[config.mk]
export PLATFORM = sky130hd
export DESIGN_NAME = contiguous_page_allocator
export DESIGN_NICKNAME = d
export VERILOG_FILES = /design/src/design/cpa_pkg.sv /design/src/design/cpa_ctrl.sv /design/src/design/cpa_dp.sv /design/src/design/contiguous_page_allocator.sv
export SDC_FILE = /design/constraint.sdc
export NUM_CORES = 1
export LEC_CHECK = 0
export ABC_CLOCK_PERIOD_IN_PS = 6800
export CAP_MARGIN = 20
export CORE_UTILIZATION = 64
export DETAILED_ROUTE_END_ITERATION = 10
export DONT_BUFFER_PORTS = 1
export HOLD_SLACK_MARGIN = 0.08
export PLACE_DENSITY = 0.84
export SYNTH_ARGS = -nofsm -noshare
export SYNTH_HDL_FRONTEND = slang
export SYNTH_HIERARCHICAL = 1
export SYNTH_SLANG_ARGS = --single-unit
[constraint.sdc]
create_clock -name i_clk -period 6.8 [get_ports i_clk]
set_clock_uncertainty 0.2 [all_clocks]
set_input_delay 0.34 -clock i_clk [delete_from_list [all_inputs] [get_ports i_clk]]
set_output_delay 0.34 -clock i_clk [all_outputs]
set_load 0.02 [all_outputs]
[src/design/cpa_pkg.sv]
`default_nettype none
// ----------------------------------------------------------------------------
// Contiguous page allocator package
// Shared sizes, result codes, policy codes and controller/datapath structs.
// ----------------------------------------------------------------------------
package cpa_pkg;

    localparam int PAGES  = 32;
    localparam int IDX_W  = $clog2(PAGES);
    localparam int CNT_W  = $clog2(PAGES + 1);
    localparam int ID_W   = 8;
    localparam int PC_W   = 6;
    localparam int POL_W  = 2;
    localparam int STS_W  = 2;
    localparam int FRAG_W = 5;
    localparam int IN_W   = 16;
    localparam int OUT_W  = 24;

    localparam logic [IDX_W-1:0] LAST_IDX = IDX_W'(PAGES - 1);

    localparam logic [STS_W-1:0] STS_OK       = 2'd0;
    localparam logic [STS_W-1:0] STS_PRESENT  = 2'd1;
    localparam logic [STS_W-1:0] STS_NOFIT    = 2'd2;
    localparam logic [STS_W-1:0] STS_NOTFOUND = 2'd3;

    localparam logic [POL_W-1:0] POL_FIRST = 2'd0;
    localparam logic [POL_W-1:0] POL_WORST = 2'd1;
    localparam logic [POL_W-1:0] POL_BEST  = 2'd2;

    localparam logic ACT_ALLOC = 1'b0;
    localparam logic ACT_FREE  = 1'b1;

    // Controller to datapath.
    typedef struct packed {
        logic             load;
        logic             scan;
        logic             apply;
        logic             emit;
        logic [IDX_W-1:0] idx;
    } t_cmd;

    // Datapath to controller.
    typedef struct packed {
        logic out_free;
    } t_sts;

endpackage
`default_nettype wire

[src/design/cpa_ctrl.sv]
`default_nettype none
// ----------------------------------------------------------------------------
// Contiguous page allocator controller
// Sequences the owner/run scan pass, the write-back pass and the result hand-off.
// ----------------------------------------------------------------------------
module cpa_ctrl (
    input  wire logic          i_clk,
    input  wire logic          i_rst_n,
    input  wire logic          i_req_valid,
    input  wire logic          i_req_action,
    output logic               o_req_ready,
    input  wire cpa_pkg::t_sts i_sts,
    output cpa_pkg::t_cmd      o_cmd
);
    import cpa_pkg::*;

    typedef enum logic [3:0] {
        S_IDLE  = 4'b0001,
        S_SCAN  = 4'b0010,
        S_APPLY = 4'b0100,
        S_DONE  = 4'b1000
    } t_state;

    t_state           r_state, n_state;
    logic [IDX_W-1:0] r_idx, n_idx;

    always_comb begin
        n_state     = r_state;
        n_idx       = r_idx;
        o_req_ready = 1'b0;
        o_cmd       = '0;
        o_cmd.idx   = r_idx;
        unique case (r_state)
            S_IDLE: begin
                o_req_ready = 1'b1;
                if (i_req_valid) begin
                    o_cmd.load = 1'b1;
                    n_idx      = '0;
                    // A free request needs no placement scan.
                    n_state    = (i_req_action == ACT_FREE) ? S_APPLY : S_SCAN;
                end
            end
            S_SCAN: begin
                o_cmd.scan = 1'b1;
                n_idx      = r_idx + 1'b1;
                if (r_idx == LAST_IDX) begin
                    n_state = S_APPLY;
                end
            end
            S_APPLY: begin
                o_cmd.apply = 1'b1;
                n_idx       = r_idx + 1'b1;
                if (r_idx == LAST_IDX) begin
                    n_state = S_DONE;
                end
            end
            S_DONE: begin
                if (i_sts.out_free) begin
                    o_cmd.emit = 1'b1;
                    n_state    = S_IDLE;
                end
            end
            default: begin
                n_state = S_IDLE;
            end
        endcase
    end

    always_ff @(posedge i_clk) begin
        if (!i_rst_n) begin
            r_state <= S_IDLE;
            r_idx   <= '0;
        end else begin
            r_state <= n_state;
            r_idx   <= n_idx;
        end
    end

endmodule
`default_nettype wire

[src/design/cpa_dp.sv]
`default_nettype none
// ----------------------------------------------------------------------------
// Contiguous page allocator datapath
// Page map, free-run tracking, write-back, fragment count and result register.
// ----------------------------------------------------------------------------
module cpa_dp (
    input  wire logic                       i_clk,
    input  wire logic                       i_rst_n,
    input  wire cpa_pkg::t_cmd              i_cmd,
    output cpa_pkg::t_sts                   o_sts,
    input  wire logic                       i_req_action,
    input  wire logic [cpa_pkg::ID_W-1:0]   i_req_owner,
    input  wire logic [cpa_pkg::PC_W-1:0]   i_req_count,
    input  wire logic                       i_cfg_we,
    input  wire logic [cpa_pkg::POL_W-1:0]  i_cfg_policy,
    output logic                            o_out_valid,
    input  wire logic                       i_out_ready,
    output logic [cpa_pkg::OUT_W-1:0]       o_out_data
);
    import cpa_pkg::*;

    logic [ID_W-1:0]   r_map [PAGES];
    logic [POL_W-1:0]  r_fit_policy;

    logic              r_action;
    logic [ID_W-1:0]   r_owner;
    logic [PC_W-1:0]   r_count;

    logic              r_present;
    logic              r_have;
    logic [IDX_W-1:0]  r_best_start;
    logic [CNT_W-1:0]  r_best_len;
    logic [IDX_W-1:0]  r_run_start;
    logic [CNT_W-1:0]  r_run_len;

    logic              r_prev_used;
    logic [FRAG_W-1:0] r_frag;
    logic [CNT_W-1:0]  r_freed;

    logic              r_out_valid;
    logic [OUT_W-1:0]  r_out_data;

    logic [ID_W-1:0]   page;
    logic              pg_free;
    logic [CNT_W-1:0]  cand_len;
    logic [IDX_W-1:0]  cand_start;
    logic              cand_end;
    logic              take;
    logic [CNT_W-1:0]  size;
    logic              alloc_ok;
    logic [CNT_W-1:0]  offset;
    logic              in_run;
    logic              freeing;
    logic [ID_W-1:0]   new_page;
    logic              new_used;
    logic [STS_W-1:0]  res_status;
    logic [IDX_W-1:0]  res_first;
    logic [CNT_W-1:0]  res_changed;

    assign page    = r_map[i_cmd.idx];
    assign pg_free = (page == '0);
    assign size    = CNT_W'(r_count);

    // A run is judged at the page where it ends: a used page after free ones,
    // or the last page of the map while still free.
    assign cand_len   = pg_free ? r_run_len + 1'b1 : r_run_len;
    assign cand_start = (pg_free && r_run_len == '0) ? i_cmd.idx : r_run_start;
    assign cand_end   = pg_free ? (i_cmd.idx == LAST_IDX) : (r_run_len != '0);

    always_comb begin
        unique case (r_fit_policy)
            POL_FIRST: take = !r_have && (cand_len >= size);
            POL_WORST: take = !r_have || (cand_len >= r_best_len);
            POL_BEST:  take = (cand_len >= size) && (!r_have || cand_len <= r_best_len);
            default:   take = 1'b0;
        endcase
    end

    assign alloc_ok = (r_action == ACT_ALLOC) && (r_owner != '0) && !r_present
                   && (r_fit_policy == POL_FIRST || r_fit_policy == POL_WORST
                       || r_fit_policy == POL_BEST)
                   && (size != '0) && (size <= CNT_W'(PAGES))
                   && r_have && (r_best_len >= size);

    assign offset   = CNT_W'(i_cmd.idx) - CNT_W'(r_best_start);
    assign in_run   = alloc_ok && (i_cmd.idx >= r_best_start) && (offset < size);
    assign freeing  = (r_action == ACT_FREE) && (r_owner != '0) && (page == r_owner);
    assign new_page = in_run ? r_owner : (freeing ? '0 : page);
    assign new_used = (new_page != '0);

    always_comb begin
        res_first   = '0;
        res_changed = '0;
        if (r_action == ACT_FREE) begin
            res_status  = (r_freed == '0) ? STS_NOTFOUND : STS_OK;
            res_changed = r_freed;
        end else if (r_owner == '0) begin
            res_status = STS_NOFIT;
        end else if (r_present) begin
            res_status = STS_PRESENT;
        end else if (!alloc_ok) begin
            res_status = STS_NOFIT;
        end else begin
            res_status  = STS_OK;
            res_first   = r_best_start;
            res_changed = size;
        end
    end

    assign o_sts.out_free = !r_out_valid || i_out_ready;
    assign o_out_valid    = r_out_valid;
    assign o_out_data     = r_out_data;

    // Page map; reset leaves every page free.
    always_ff @(posedge i_clk) begin
        if (!i_rst_n) begin
            for (int k = 0; k < PAGES; k++) begin
                r_map[k] <= '0;
            end
        end else if (i_cmd.apply) begin
            r_map[i_cmd.idx] <= new_page;
        end
    end

    always_ff @(posedge i_clk) begin
        if (!i_rst_n) begin
            r_fit_policy <= POL_FIRST;
        end else if (i_cfg_we) begin
            r_fit_policy <= i_cfg_policy;
        end
    end

    always_ff @(posedge i_clk) begin
        if (i_cmd.load) begin
            r_action     <= i_req_action;
            r_owner      <= i_req_owner;
            r_count      <= i_req_count;
            r_present    <= 1'b0;
            r_have       <= 1'b0;
            r_best_start <= '0;
            r_best_len   <= '0;
            r_run_start  <= '0;
            r_run_len    <= '0;
            r_prev_used  <= 1'b0;
            r_frag       <= '0;
            r_freed      <= '0;
        end else if (i_cmd.scan) begin
            if (page == r_owner) begin
                r_present <= 1'b1;
            end
            if (cand_end && take) begin
                r_have       <= 1'b1;
                r_best_start <= cand_start;
                r_best_len   <= cand_len;
            end
            r_run_start <= cand_start;
            r_run_len   <= pg_free ? cand_len : '0;
        end else if (i_cmd.apply) begin
            r_prev_used <= new_used;
            if (new_used && !r_prev_used) begin
                r_frag <= r_frag + 1'b1;
            end
            if (freeing) begin
                r_freed <= r_freed + 1'b1;
            end
        end
    end

    always_ff @(posedge i_clk) begin
        if (!i_rst_n) begin
            r_out_valid <= 1'b0;
        end else if (i_cmd.emit) begin
            r_out_valid <= 1'b1;
        end else if (i_out_ready) begin
            r_out_valid <= 1'b0;
        end
    end

    always_ff @(posedge i_clk) begin
        if (i_cmd.emit) begin
            r_out_data <= OUT_W'({r_frag, res_changed, res_first, res_status});
        end
    end

endmodule
`default_nettype wire

[src/design/contiguous_page_allocator.sv]
`default_nettype none
// A free request makes one 32-page write pass; an allocate request makes one
// 32-page scan pass and then one 32-page write pass before its result is presented.
// Only one request is handled at a time: the next request is taken only after the
// result has been loaded into the output register, and that load waits while the
// output register still holds a result that has not been accepted.
// Reset (synchronous, active low) frees every page and selects first fit.
// ----------------------------------------------------------------------------
// Contiguous page allocator
// Places contiguous page runs per owner by first, worst or best fit, and frees an owner's pages.
// ----------------------------------------------------------------------------
module contiguous_page_allocator (
    input  wire logic        i_clk,
    input  wire logic        i_rst_n,
    input  wire logic        i_s_axis_tvalid,
    output logic             o_s_axis_tready,
    input  wire logic [15:0] i_s_axis_tdata,  // owner_id[7:0], page_count[13:8], zero
    input  wire logic        i_s_axis_tuser,  // action[0]
    output logic             o_m_axis_tvalid,
    input  wire logic        i_m_axis_tready,
    output logic [23:0]      o_m_axis_tdata,  // status[1:0], first_page[6:2],
                                              // pages_changed[12:7], fragments[17:13]
    input  wire logic        i_cfg_valid,
    output logic             o_cfg_ready,
    input  wire logic [1:0]  i_cfg_data       // fit_policy[1:0]
);
    import cpa_pkg::*;

    t_cmd cmd;
    t_sts sts;
    logic req_ready;

    assign o_s_axis_tready = req_ready;
    assign o_cfg_ready     = 1'b1;

    cpa_ctrl u_ctrl (
        .i_clk        (i_clk),
        .i_rst_n      (i_rst_n),
        .i_req_valid  (i_s_axis_tvalid),
        .i_req_action (i_s_axis_tuser),
        .o_req_ready  (req_ready),
        .i_sts        (sts),
        .o_cmd        (cmd)
    );

    cpa_dp u_dp (
        .i_clk        (i_clk),
        .i_rst_n      (i_rst_n),
        .i_cmd        (cmd),
        .o_sts        (sts),
        .i_req_action (i_s_axis_tuser),
        .i_req_owner  (i_s_axis_tdata[7:0]),
        .i_req_count  (i_s_axis_tdata[13:8]),
        .i_cfg_we     (i_cfg_valid),
        .i_cfg_policy (i_cfg_data),
        .o_out_valid  (o_m_axis_tvalid),
        .i_out_ready  (i_m_axis_tready),
        .o_out_data   (o_m_axis_tdata)
    );

endmodule
`default_nettype wire
==> impl_metrics.py, run 1 <==
metrics = {
    "finish": {
        "multi_input_area_um2": 5811,
        "fillers": 1542,
        "utilization_pct": 72.22,
        "seq_area_um2": 9643,
        "drive_gt1_share_pct": 8.345,
        "areaGrowthSynthToFinish_pct": 10.15,
        "diodes": 0,
        "final_net_count": 1439,
    },
    "setup_path": {
        "cp_data_arrival_time_ns": 6.55,
        "ff2ff_path_depth": 18,
        "worstPathRequired_ns": 7.03,
        "reg2reg_to": "u_dp/r_best_start[4]$_SDFFE_PP0P_",
        "r2r_setup_slack_ns": 0.47,
        "r2r-start": "u_ctrl/r_idx[1]$_SDFFE_PN0P_",
        "end_kind": "flop",
        "cp-start-kind": "flop",
        "path_max_fanout": 46,
        "criticalPathCategory": "reg -> reg",
    },
    "hold_path": {
        "hold_depth": 1,
        "hold_path.class": "in -> reg",
        "hold_path_startpoint": "i_rst_n",
        "hold_end": "u_dp/r_map[1][3]$_SDFFCE_PN0P_",
    },
    "yosys": {
        "ys_types": 62,
        "synth_ff_type": "edfxtp_1",
        "synth_edf_count": 289,
        "synth_seq_cells": 337,
        "synthArstFlopShare_pct": 0,
        "syn_inst": 1368,
        "yosys_warnings": 6,
        "avgSynthCellArea_um2": 11.69,
        "yosysSeqAreaShare_pct": 60.27,
        "syn-cell-area_um2": 15990,
    },
    "detailed_routing": {
        "wirelength_um": 40250,
        "post_drt_wl_per_cell_um": 23.32,
        "drt_iter0_markers": 1596,
        "drcViolationCount": 0,
        "ant_nets": 0,
        "dr.pass1.iters": 6,
        "routed_via_density": 6.556,
        "vias": 11316,
    },
    "global_routing": {
        "grt_pass1_vias": 10732,
        "grt_util_all_layers_pct": 31.48,
        "antenna_found_initial": 0,
        "grt_pass1_wl_um": 60780,
        "grt.overflow.total": 0,
        "grt_max_degree": 62,
    },
    "cts": {
        "cts_tree": "built",
        "cts.reportedPaths.clkPinSlew_ns": 0.06,
        "htreeDepth": 2,
        "clock_path_buffers": 3,
        "clock-sinks": 337,
        "cts_root_buf": "clkbuf_16",
        "cts_buffers": 34,
        "worst_skew_pair.late_latency_ns": 0.53,
        "cts_setup_buffers": 0,
    },
    "placement": {
        "gp_congestion": 0.9462,
        "hpwl_um": 25560,
        "place_ws_ns": 0.6713,
        "port_buffers": 0,
    },
    "pwr": {
        "vdd_drop_max_mv": 0.2634,
        "p_per_area_nw_per_um2": 255.0,
        "p_leak_nw": 6.070,
    },
    "floorplanning": {
        "die_w_um": 160.1,
        "core_um2": 24390,
        "die_h_um": 160.1,
        "pin_count": 51,
        "rows": 57,
        "die-area_um2": 25630,
        "initial_core_util_pct": 65.57,
    },
    "job": {
        "maxCapViolCount": 0,
    },
    "sta": {
        "rsz0062_at_grt": "no",
        "max_freq_mhz": 158.1,
        "setup_ws_ns": 0.4741,
        "tightest_slew_ns": 1.162,
        "min_period_ns": 6.326,
        "hold_violations": 0,
        "finalCritPeriodShare_pct": 93.03,
        "relSlewSlack_pct": 22.14,
        "slew_violations": 0,
        "setup_viol": 0,
        "tns_ns": 0,
    },
    "run_status": {
        "status": "finished, final reports clean",
    },
}
[sequential cells by signal (all words and copies together), names as in the netlist]
register and cells:
u_ctrl/r_idx 5, u_dp/o_out_data 18, u_dp/r_run_len 6, u_dp/r_map 256, u_dp/r_fit_policy 2, u_dp/r_owner 8
u_dp/r_best_start 5, u_dp/r_run_start 5, u_dp/r_freed 6, u_dp/o_out_valid 1, u_dp/r_frag 5, u_ctrl/r_state 4
u_dp/r_prev_used 1, u_dp/r_best_len 6, u_dp/r_have 1, u_dp/r_action 1, u_dp/r_present 1, u_dp/r_count 6
[layout make-up]
| cell class | instances | area share [%] |
|---|---|---|
| Clock buffer | 44 | 5.100 |
| Clock inverter | 16 | 0.9518 |
| Inverter | 29 | 0.6179 |
| Multi-Input combinational cell | 915 | 32.99 |
| Sequential cell | 337 | 54.74 |
| Tap cell | 324 | 2.301 |
| Timing Repair Buffer | 61 | 3.303 |
[stage by stage]
stage,power (W),std cells,instance area [µm²],hold slack [ns]
after floorplan,0.002588,1373,16010,0.2231
after global placement,0.002664,1636,16240,0.2256
after detailed placement,0.002679,1637,16250,0.2389
after CTS,0.004498,1726,17620,0.08030
after global routing,0.004600,1726,17620,0.1224
final,0.004492,1726,17620,0.09225
[cells in the final DEF (no fill, tap or decap), types with 29 or more instances in the layout]
| master | netlist | final |
|---|---|---|
| nor2_1 | 299 | 299 |
| a21oi_1 | 30 | 30 |
| inv_1 | 29 | 29 |
| dfxtp_1 | 48 | 47 |
| o22ai_1 | 57 | 57 |
| nand2_1 | 100 | 100 |
| mux2i_1 | 138 | 138 |
| clkbuf_16 | 0 | 34 |
| ha_1 | 36 | 36 |
| edfxtp_1 | 289 | 289 |
[cell families after synthesis]
family / Yosys count / share of synthesized area, %
multiplexers: 151 / 9.552
other: 2 / 0.04696
XOR/XNOR: 18 / 1.033
flip-flops: 337 / 60.27
adder cells (fa/ha/maj): 37 / 2.942
buffers and inverters: 121 / 3.724
AND/OR/NAND/NOR: 547 / 15.91
AO/OA/AOI/OAI: 155 / 6.517
[synth_stat cells (7+ instances only)]
library cell,count,share of area [%]
nor2b_1,13,0.51
buf_2,12,0.38
nand4_1,13,0.51
mux2_2,13,0.92
xor2_1,11,0.60
nand3_1,28,0.88
o21ai_0,13,0.41
buf_4,15,0.70
nor4_1,18,0.70
nor3b_1,9,0.42
inv_1,29,0.68
clkbuf_1,53,1.2
o2bb2ai_1,8,0.44
nor2_1,299,7.0
nor3_1,13,0.41
o22ai_1,57,2.2
mux2i_1,138,8.6
nand2_1,100,2.3
nand2b_1,9,0.35
buf_6,9,0.63
a21oi_1,30,0.94
and3_1,7,0.27
dfxtp_1,48,6.0
a21o_1,9,0.42
o211ai_1,8,0.38
edfxtp_1,289,54
ha_1,36,2.8
nor4_2,7,0.55
[worst max-delay path: stages, from the launching register on]
cell and delay [ns]:
dfxtp_4 0.89, buf_12 0.30, mux2_2 0.38, o2bb2ai_1 0.17, nor4_1 0.67, nand4_1 0.27
nor4_4 0.33, nand4_1 0.16, xnor2_1 0.36, ha_1 0.34, a21o_1 0.21, a21oi_1 0.19
o21ai_0 0.16, xor2_1 0.17, o22ai_1 0.13, a2111oi_4 0.78, buf_6 0.25, nor2_1 0.05
a211oi_1 0.21
[metal layers]
metal | wire length (µm) | GRT usage [%]
met5 | 0 | 0
met4 | 1816 | 14.89
met3 | 4460 | 6.000
met2 | 19090 | 50.69
met1 | 14880 | 41.46
[worst max path at each step]
stage	from	endpoint	slack [ns]	cells after the start
detailed placement	u_ctrl/r_idx[1]$_SDFFE_PN0P_	u_dp/r_best_start[4]$_SDFFE_PP0P_	0.67	18
global route	u_ctrl/r_idx[1]$_SDFFE_PN0P_	u_dp/r_best_start[0]$_SDFFE_PP0P_	0.24	18
floorplan	u_ctrl/r_idx[1]$_SDFFE_PN0P_	u_dp/r_best_start[1]$_SDFFE_PP0P_	1.78	20
global placement	u_ctrl/r_idx[1]$_SDFFE_PN0P_	u_dp/r_best_len[4]$_SDFFE_PP0P_	0.66	17
finish	u_ctrl/r_idx[1]$_SDFFE_PN0P_	u_dp/r_best_start[4]$_SDFFE_PP0P_	0.47	18
CTS	u_ctrl/r_idx[1]$_SDFFE_PN0P_	u_dp/r_best_start[4]$_SDFFE_PP0P_	0.60	18
[power breakdown]
part,internal (W),total [W],switching (W)
logic,0.0000924,0.000310,0.000218
clock network,0.00105,0.00182,0.000771
registers,0.00231,0.00236,0.0000485
[repair_timing]
item | 4_1_cts | 5_1_grt
hold buffers | 29 | 0
hold endpoints to repair | 178 | 0
gates resized for setup | 0 | 0
Power figures use the tool's default switching activity.
==> run 2, diff against run 1 <==
==> constraint.sdc (replaced) <==
create_clock -name i_clk -period 6.8 [get_ports i_clk]
set_clock_uncertainty 0.2 [all_clocks]
set_input_delay 0.68 -clock i_clk [delete_from_list [all_inputs] [get_ports i_clk]]
set_output_delay 0.68 -clock i_clk [all_outputs]
set_load 0.02 [all_outputs]
==> impl_metrics.py, run 2 (synthesized netlist as in run 1, its figures left out) <==
metrics = {
    "floorplanning": {
        "die-area_um2": 25630,
        "die_w_um": 160.1,
        "die_h_um": 160.1,
        "rows": 57,
        "initial_core_util_pct": 65.57,
        "pin_count": 51,
        "core_um2": 24390,
    },
    "sta": {
        "rsz0062_at_grt": "no",
        "tns_ns": 0,
        "min_period_ns": 6.314,
        "setup_viol": 0,
        "hold_violations": 0,
        "relSlewSlack_pct": 22.66,
        "finalCritPeriodShare_pct": 92.85,
        "slew_violations": 0,
        "tightest_slew_ns": 1.155,
        "max_freq_mhz": 158.4,
    },
    "finish": {
        "drive_gt1_share_pct": 8.758,
        "fillers": 1564,
        "largest_reg_flops": 256,
        "diodes": 0,
        "final_net_count": 1430,
        "layout_common_cells": "299 x nor2_1, 289 x edfxtp_1, 138 x mux2i_1",
        "top_register": "u_dp/r_map",
        "areaGrowthSynthToFinish_pct": 9.584,
        "layout_commonest_cell": "nor2_1",
    },
    "hold_path": {
        "hold_end": "u_dp/r_fit_policy[1]$_SDFFE_PN0P_",
        "hold_path_startpoint": "i_rst_n",
        "hold_depth": 1,
        "hold_path.class": "in -> reg",
    },
    "cts": {
        "cts_buffers": 36,
        "worst_skew_pair.late_latency_ns": 0.51,
        "htreeDepth": 2,
        "clock_path_buffers": 3,
        "clock-sinks": 337,
        "cts_root_buf": "clkbuf_16",
        "cts_tree": "built",
        "cts-resized-gates": 0,
        "cts.reportedPaths.clkPinSlew_ns": 0.06,
    },
    "detailed_routing": {
        "dr.pass1.iters": 9,
        "drt_iter0_markers": 1735,
        "vias": 11148,
        "routed_via_density": 6.493,
        "post_drt_wl_per_cell_um": 22.87,
        "wirelength_um": 39260,
        "ant_nets": 0,
        "drcViolationCount": 0,
    },
    "setup_path": {
        "criticalPathCategory": "reg -> reg",
        "r2r_setup_slack_ns": 0.49,
        "r2r-start": "u_ctrl/r_idx[2]$_SDFFE_PN0P_",
        "path_max_fanout": 22,
        "reg2reg_to": "u_dp/r_best_len[4]$_SDFFE_PP0P_",
        "end_kind": "flop",
        "cp_data_arrival_time_ns": 6.48,
        "ff2ff_path_depth": 17,
        "cp-start-kind": "flop",
        "worstPathRequired_ns": 6.97,
    },
    "global_routing": {
        "grt_util_all_layers_pct": 30.81,
        "grt_pass1_vias": 10945,
        "grt_pass1_wl_um": 60350,
        "antenna_found_initial": 0,
        "grt_max_degree": 62,
        "grt.overflow.total": 0,
    },
    "pwr": {
        "p_per_area_nw_per_um2": 255.9,
        "p_leak_nw": 6.042,
        "vdd_drop_max_mv": 0.2369,
        "total_power_w": 0.004484,
    },
    "placement": {
        "port_buffers": 0,
        "gp_congestion": 0.9493,
        "hpwl_um": 25440,
    },
    "run_status": {
        "status": "finished, final reports clean",
    },
    "job": {
        "maxCapViolCount": 0,
    },
}
-- run 2: cell type report --
cell class / count / area (µm²) / area share (%)
clock buffer: 52 / 1052 / 6.004
clock inverter: 10 / 48.80 / 0.2784
inverter: 29 / 108.9 / 0.6211
multi-input combinational: 915 / 5811 / 33.15
sequential: 337 / 9643 / 55.02
tap: 324 / 405.4 / 2.313
timing repair buffer: 50 / 456.7 / 2.606
-- run 2: worst max-delay path, cell delays in order (launching register included) --
cell,delay [ns]
dfxtp_1,0.92
nand4bb_1,0.52
o22ai_1,0.22
nor4_1,0.76
nand4_1,0.29
nor4_4,0.37
nand4_1,0.18
xnor2_1,0.37
ha_1,0.33
a21o_1,0.18
a21oi_1,0.14
o21ai_0,0.12
xor2_1,0.15
o22ai_1,0.12
a2111oi_4,0.79
buf_6,0.25
mux2i_1,0.20
nor2_1,0.06
-- run 2: repair_timing --
item / CTS / global route
buffers inserted: 0 / 0
hold buffers: 16 / 0
hold endpoints to repair: 16 / 0
setup endpoints to repair: 0 / 0
-- run 2: report_power, final --
part / leakage, nW / total (W) / internal [W] / switching, W
sequential: 3.33 / 0.00236 / 0.00231 / 0.0000463
clock: 0.546 / 0.00183 / 0.00107 / 0.000760
combinational: 2.17 / 0.000297 / 0.0000867 / 0.000210
-- run 2: worst max path at each step --
| stage | startpoint | to | slack, ns | cells after the start |
|---|---|---|---|---|
| detailed placement | u_ctrl/r_idx[1]$_SDFFE_PN0P_ | u_dp/r_best_len[4]$_SDFFE_PP0P_ | 0.79 | 18 |
| finish | u_ctrl/r_idx[2]$_SDFFE_PN0P_ | u_dp/r_best_len[4]$_SDFFE_PP0P_ | 0.49 | 17 |
| CTS | u_ctrl/r_idx[2]$_SDFFE_PN0P_ | u_dp/r_best_len[4]$_SDFFE_PP0P_ | 0.71 | 17 |
| floorplan | u_ctrl/r_idx[1]$_SDFFE_PN0P_ | u_dp/r_best_start[1]$_SDFFE_PP0P_ | 1.78 | 20 |
| global placement | u_ctrl/r_idx[2]$_SDFFE_PN0P_ | u_dp/r_best_len[4]$_SDFFE_PP0P_ | 0.78 | 16 |
| global route | u_ctrl/r_idx[1]$_SDFFE_PN0P_ | u_dp/r_best_len[3]$_SDFFE_PP0P_ | 0.28 | 18 |
-- run 2: stage by stage --
step	cells	util, %	hold slack, ns	instance area, µm²	setup slack [ns]
finish	1717	71.85	0.1061	17530	0.4859
global route	1717	71.85	0.1129	17530	0.2794
CTS	1716	71.82	0.09229	17520	0.7115
detailed placement	1638	66.65	0.2505	16260	0.7859
global placement	1637	66.61	0.2279	16250	0.7807
floorplan	1373	-	0.2231	16010	1.784
-- run 2: metal layers --
| metal | vias to the layer above | global-route usage, % | routed length, µm | part of all wire, % |
|---|---|---|---|---|
| met3 | 153 | 6.961 | 4489 | 11 |
| met2 | 703 | 49.96 | 18520 | 47 |
| met5 | - | 0 | 0 | 0 |
| met4 | 0 | 13.12 | 1711 | 4.4 |
| met1 | 5320 | 40.11 | 14550 | 37 |
| li1 | 4972 | - | - | - |
